`config.mk`:
```
export PLATFORM = sky130hd
export DESIGN_NAME = rcg_sqrt
export DESIGN_NICKNAME = d
export VERILOG_FILES = /design/src/design/rcg_pkg.sv /design/src/design/rcg_sqrt.sv
export SDC_FILE = /design/constraint.sdc
export NUM_CORES = 1
export LEC_CHECK = 0
export BUFFER_PORTS_ARGS = -buffer_cell sky130_fd_sc_hd__buf_2
export CAP_MARGIN = 20
export CORE_MARGIN = 1.5
export CORE_UTILIZATION = 59
export DETAILED_ROUTE_END_ITERATION = 16
export PLACE_DENSITY = 0.79
export RECOVER_POWER = 25
export SLEW_MARGIN = 30
export SYNTH_ARGS = -nofsm -noshare
export SYNTH_HDL_FRONTEND = slang
export SYNTH_SLANG_ARGS = --single-unit
```
`constraint.sdc`:
```
create_clock -name clk -period 5.1 [get_ports clk]
set_clock_uncertainty 0.1 [all_clocks]
set_input_delay 0.51 -clock clk [delete_from_list [all_inputs] [get_ports clk]]
set_output_delay 0.51 -clock clk [all_outputs]
set_load 0.005 [all_outputs]
```
`src/design/rcg_pkg.sv`:
```
// shared types and constants for the roberts cross gradient block
`default_nettype none

package rcg_pkg;

  localparam int MAX_WIDTH_DEF = 1024;

  localparam int PIX_W     = 8;
  localparam int GRAD_W    = 9;
  localparam int ROW_W     = 12;
  localparam int COL_OUT_W = 10;
  localparam int CFG_W     = 12;
  localparam int IWIDTH_W  = 11;
  localparam int WCALC_W   = 13;
  localparam int SQ_W      = 16;
  localparam int REM_W     = 17;
  localparam int ROOT_W    = 9;

  localparam logic [IWIDTH_W-1:0] WIDTH_RESET  = 11'd450;
  localparam logic [ROW_W-1:0]    HEIGHT_RESET = 12'd300;

  localparam logic [1:0] REG_IMAGE_WIDTH  = 2'd0;
  localparam logic [1:0] REG_IMAGE_HEIGHT = 2'd1;

  localparam logic [1:0] SLOT_MAIN   = 2'd0;
  localparam logic [1:0] SLOT_RIGHT  = 2'd1;
  localparam logic [1:0] SLOT_BELOW  = 2'd2;
  localparam logic [1:0] SLOT_CORNER = 2'd3;

  typedef enum logic [1:0] {ST_IDLE, ST_READ, ST_ROOT, ST_EMIT} ctl_state_t;

  typedef enum logic [1:0] {SQ_IDLE, SQ_SUM, SQ_ITER} sq_state_t;

  typedef struct packed {
    logic              done;
    logic [ROOT_W-1:0] root;
  } root_res_t;

endpackage

`default_nettype wire

```
`src/design/rcg_sqrt.sv`:
```
// iterative floor square root of gx squared plus gy squared
`default_nettype none

module rcg_sqrt (
  input  wire logic                             clk,
  input  wire logic                             rst,
  input  wire logic                             start,
  input  wire logic signed [rcg_pkg::GRAD_W-1:0] dx,
  input  wire logic signed [rcg_pkg::GRAD_W-1:0] dy,
  output rcg_pkg::root_res_t                    res
);
  import rcg_pkg::*;

  sq_state_t          state;
  sq_state_t          state_next;
  logic               done;
  logic [SQ_W-1:0]    sq_x;
  logic [SQ_W-1:0]    sq_y;
  logic [REM_W-1:0]   rem;
  logic [REM_W:0]     root;
  logic [REM_W-1:0]   bitv;
  logic [3:0]         cnt;
  logic [REM_W:0]     trial;
  logic signed [2*GRAD_W-1:0] prod_x;
  logic signed [2*GRAD_W-1:0] prod_y;

  assign prod_x = dx * dx;
  assign prod_y = dy * dy;
  assign trial  = root + {1'b0, bitv};

  always_comb begin
    state_next = state;
    unique case (state)
      SQ_IDLE: begin
        if (start) state_next = SQ_SUM;
      end
      SQ_SUM: begin
        state_next = SQ_ITER;
      end
      SQ_ITER: begin
        if (cnt == 4'd0) state_next = SQ_IDLE;
      end
      default: state_next = SQ_IDLE;
    endcase
  end

  always_ff @(posedge clk) begin
    if (rst) begin
      state <= SQ_IDLE;
      done  <= 1'b0;
    end else begin
      state <= state_next;
      done  <= (state == SQ_ITER) && (cnt == 4'd0);
    end
  end

  always_ff @(posedge clk) begin
    if (state == SQ_IDLE && start) begin
      sq_x <= prod_x[SQ_W-1:0];
      sq_y <= prod_y[SQ_W-1:0];
    end
    if (state == SQ_SUM) begin
      rem  <= {1'b0, sq_x} + {1'b0, sq_y};
      root <= '0;
      bitv <= 17'h10000;
      cnt  <= 4'd8;
    end
    if (state == SQ_ITER) begin
      if ({1'b0, rem} >= trial) begin
        rem  <= rem - trial[REM_W-1:0];
        root <= (root >> 1) + {1'b0, bitv};
      end else begin
        root <= root >> 1;
      end
      bitv <= bitv >> 2;
      cnt  <= cnt - 4'd1;
    end
  end

  assign res.done = done;
  assign res.root = root[ROOT_W-1:0];

endmodule

`default_nettype wire

```
# ---- Word-level counts from Yosys, hierarchy flattened
# Index checks and enable logic that the tools add are counted.
dict set report word_totals {
  register_bits 83
  inputBits 21
  output_inout_bits 10
  elab_cells 40
}
dict set report classes {
  add_sub_neg 5
  multipliers 2
  magnitude_cmp 1
  n_eq_ne 4
  mux 13
  n_reduce_logical 6
}
# cell n
set ops {}
lappend ops {{$mux 18} 3}
lappend ops {{$mux 17} 3}
lappend ops {{$mul 9x9->16} 2}
lappend ops {{$mux 15} 2}
lappend ops {{$add 17x17->18} 1}
lappend ops {{$add 18x17->18} 1}
lappend ops {{$ge 17x18->1} 1}
lappend ops {{$add 16x16->17} 1}
lappend ops {{$sub 17x17->17} 1}
lappend ops {{$mux 4} 2}
lappend ops {{$pmux 2 s3} 1}
lappend ops {{$logic_not 4->1} 1}
lappend ops {{$mux 2} 2}
lappend ops {{$ne 2x2->1 const B} 2}
lappend ops {{$sub 4x1->4 const B} 1}
lappend ops {{$eq 2x1->1 const B} 1}
lappend ops {{$eq 2x2->1 const B} 1}
lappend ops {{$logic_and 1x1->1} 2}
lappend ops {{$logic_not 2->1} 1}
lappend ops {{$reduce_and 2->1} 1}
lappend ops {{$reduce_bool 2->1} 1}

# ---- Logic depth before layout (Yosys ltp)
dict set report depth {
  depth_word 4
  ltp_mapped 20
  ltp_nobuf 19
}

# ---- Worst setup path before layout
# No wires, ideal clock.
dict set report synth_timing {
  path_kind {input to register}
  start {input dx[1] in the netlist's numbering}
  end {register sq_x[15] (data pin)}
  setup_ps 260
  t_arrival_ps 4928
  t_required_ps 4740
  setup_slack_ps -188
  path_stages 20
  path_buffers 1
  path_cell_list {clkbuf_1 -> and2_1 -> inv_1 -> fa_1 -> inv_1 -> fa_1 -> inv_1 -> fa_1 -> inv_1 -> fa_1 -> ha_1 -> ha_1 -> a21o_1 -> a21oi_1 -> o21bai_1 -> a21oi_1 -> o21ai_0 -> a21o_1 -> a21oi_1 -> xnor2_1}
}
dict set report synth_via {
  elab_chain_len 1
}
# item line_no
set synth_lines {}
lappend synth_lines {{from (decl)} rcg_sqrt.sv:8} ;# input wire logic signed [rcg_pkg::GRAD_W-1:0] dx,
lappend synth_lines {{$mul 9x9->16} rcg_sqrt.sv:27} ;# assign prod_x = dx * dx;
lappend synth_lines {{via prod_x[15]} rcg_sqrt.sv:24} ;# logic signed [2*GRAD_W-1:0] prod_x;
lappend synth_lines {{to (signal assigned)} rcg_sqrt.sv:59} ;# sq_x <= prod_x[SQ_W-1:0];
lappend synth_lines {{to (decl)} rcg_sqrt.sv:17} ;# logic [SQ_W-1:0] sq_x;
# The timed path passes the listed nets, and every way through them passes these cells.
# A chain may end at the register's enable or synchronous reset.

# ---- Final worst setup path
# Same ends and word-level chain as after synthesis.

==> impl_results.md <==
* Status: finished, violations left
* Failing checks: capacitance limit, slew limit
* CP Capture Type: flop
* Fmax at 209 MHz
* DR vias/cell at 5.44
* CP arrival at 4770 ps
* Min cycle time layout at 4780 ps
* Nets at 1306
* CP startpoint kind: primary input
* Clock-pin slew on the worst setup and hold paths at 60 ps
* Most area-consuming cells after synthesis: fa_1, edfxtp_1, ha_1
* Final Wtd Congestion at 0.870
* Clock root buffer: clkbuf_16
* Clock buffer depth at 2
* Starting DRT DRC Count at 304
* Post-route cell area at 10800 sq um
* Setup bufs post-CTS at 0
* Post_cts resized at 0
* Drt first pass iters at 4
* Seq/Total Area, Yosys at 0.222
* Number of H-tree levels at 3
* Worst Slack Setup Final at 317 ps
* Share of cells above drive strength 1 at 0.106
* Fin crit share at 0.938
* Top cell type's share of synthesized area at 0.206
* WL final at 18400 um
* Via count at 6936
* Reg2reg setup slack at 530 ps
* Top FF cell, synth: edfxtp_1
* GRT Util Overall at 0.226
* Synth Register Bits at 81
* Max-cap violations at 1
* Crit-path max FO at 7
* Dpl cell area at 10600 sq um
* Initial Util at 0.605
* # DRC at 0
* Die outline height at 133 um
* Global-route wire length before repair at 32500 um
* # rows at 47
* Critical Path RT at 5090 ps
* Number of global-route vias before repair at 7310
* Synthesized cell area at 10000 sq um
* Area Growth Syn to Fin at 8.01%
* Max IR drop VDD at 0.348 mV
* Final-report hold violation count at 0
* Worst Tran Pin Value at 1750 ps
* Lkg Pwr at 5.23 nW
* Max-slew violation count at 31
* Post-synthesis area per instance at 9.99 sq um
* Port bufs at 30
* GRT overflow at 0
* EDFF count, synth at 60
* Setup-failing EPs final at 0
* Hold WC Path Type: primary input to flop
* Core area at 16600 sq um
* Clock latency at the later pin of the worst-skew pair at 350 ps
* Synth unique cells at 52
* Post-synth top area cell: fa_1
* Dpl hpwl at 15300 um
* Hold Worst Slack at 248 ps
* Mapped Cells at 1004
* Total clock buffers created by CTS at 9
* Slew margin rel. at -0.167
* RSZ-0062 raised after global routing: false
* Async S/R FF share, synth at 0
* Pwr dens at 632 nW/um^2
* Final ANT Viol Nets at 0
* Io pins at 31
* Syn nets at 1259
* Worst setup path category: primary input to flop
* WL/cell at 14.4 um
* Clk sinks at 81
* Die width at 133 um
* Die area at 17800 sq um
* Pre-CTS setup slack at -63.9 ps
* Hold buffer count at CTS at 0
* Fillers at 1356
* Pin count of the biggest net entering global routing at 31
* # diodes at 0
* Antenna violations before repair at 1
* Synth warn at 0
* CTS tree: yes
-- layout by cell type (no fill, tap or decap), types with 5 or more instances in the layout --
master,Yosys,final
a211oi_1,8,8
a211oi_2,10,10
a21o_1,18,18
a21oi_1,40,38
a31o_2,5,5
a31oi_1,15,15
and2_1,44,40
buf_2,0,29
buf_4,10,36
clkbuf_16,0,9
dfxtp_1,21,21
edfxtp_1,60,60
fa_1,103,103
ha_1,131,131
inv_1,156,156
mux2_2,5,5
mux2i_1,26,26
nand2_1,64,64
nand2b_1,8,8
nor2_1,52,52
nor2b_1,20,20
nor3_1,11,11
o21ai_0,27,26
o21bai_1,7,7
xnor2_1,60,60
xor2_1,32,32
-- Yosys cell counts (all sizes together), types with 2 or more instances --
master,instances
mux2i,26
xnor2,60
clkbuf,18
nand3,4
a21bo,2
edfxtp,60
nor2b,20
nor2,52
a31oi,17
buf,14
o21bai,7
dfxtp,21
o21ai,28
a21o,18
o21a,4
and3,3
a31o,7
a211oi,18
nand2b,8
xor2,32
o22ai,2
mux2,5
nand3b,2
a21oi,41
nand2,65
nand4,2
fa,103
o211ai,4
o31ai,4
a21boi,2
or3,3
nor3,11
inv,156
and2,44
and4,2
ha,131
-- power by group --
group / switching, mW / leakage [nW] / internal, mW
Clock: 0.267 / 0.136 / 0.344
Combinational: 2.65 / 4.34 / 2.24
Sequential: 0.188 / 0.754 / 1.16
Total: 3.10 / 5.23 / 3.74
-- sequential cells by signal, indices dropped and copies added (netlist names) --
signal,count
root,18
state,2
bitv,9
done,1
cnt,4
sq_y,15
sq_x,15
rem,17
-- worst paths after layout --
path	cells after the start	to	from
worst max-delay path	19	sq_x[15]	dx[1]
worst min register to register	2	bitv[16]	bitv[16]
worst min-delay path	2	state[1]	rst
worst max register to register	18	root[15]	bitv[0]
-- layer usage --
metal	wire (um)	track usage
met1	7890	0.270
met4	467	0.0827
met2	9720	0.424
met3	295	0.0179
met5	0	0
-- stage by stage --
step                      power [mW]   util  cells  TNS (ps)
after floorplan                 5.21      -   1004         0
after global placement          6.06  0.637   1260         0
after detailed placement        6.23  0.637   1260     -81.6
after CTS                       6.90  0.654   1276         0
after global routing            7.55  0.653   1276         0
final                           6.85  0.653   1276         0
-- worst max-delay path: stages --
cell      delay [ps]
buf_2            120
buf_4            150
nand2_1           90
inv_1             70
fa_1             530
fa_1             420
ha_1             330
fa_1             490
ha_1             300
ha_1             240
fa_1             410
a21o_1           190
a21oi_2          150
o21bai_1          80
a21oi_2          160
o21ai_1           90
a21o_1           180
a21oi_1          160
xnor2_1           90
-- cells by family (layout without fill, tap and decap cells) --
group / count (synthesis) / in the layout / share of synthesized area
muxes: 31 / 31 / 0.0316
buffers and inverters: 188 / 240 / 0.0771
and+or+nand+nor: 217 / 217 / 0.106
DFF: 81 / 81 / 0.222
AOI/OAI and AO/OA: 161 / 161 / 0.114
xor gates and xnor gates: 92 / 92 / 0.0804
adders and majority gates: 234 / 234 / 0.369
-- final cells by class --
type | count | area (sq um) | area share
repair buffers | 68 | 427 | 0.0394
clock inverters | 6 | 42.5 | 0.00393
multi-input cells | 735 | 7040 | 0.650
well taps | 220 | 275 | 0.0254
flip-flops and latches | 81 | 2220 | 0.205
clock buffers | 10 | 239 | 0.0221
inverters | 156 | 586 | 0.0541
Note: power is estimated with default switching activity, not from simulation.
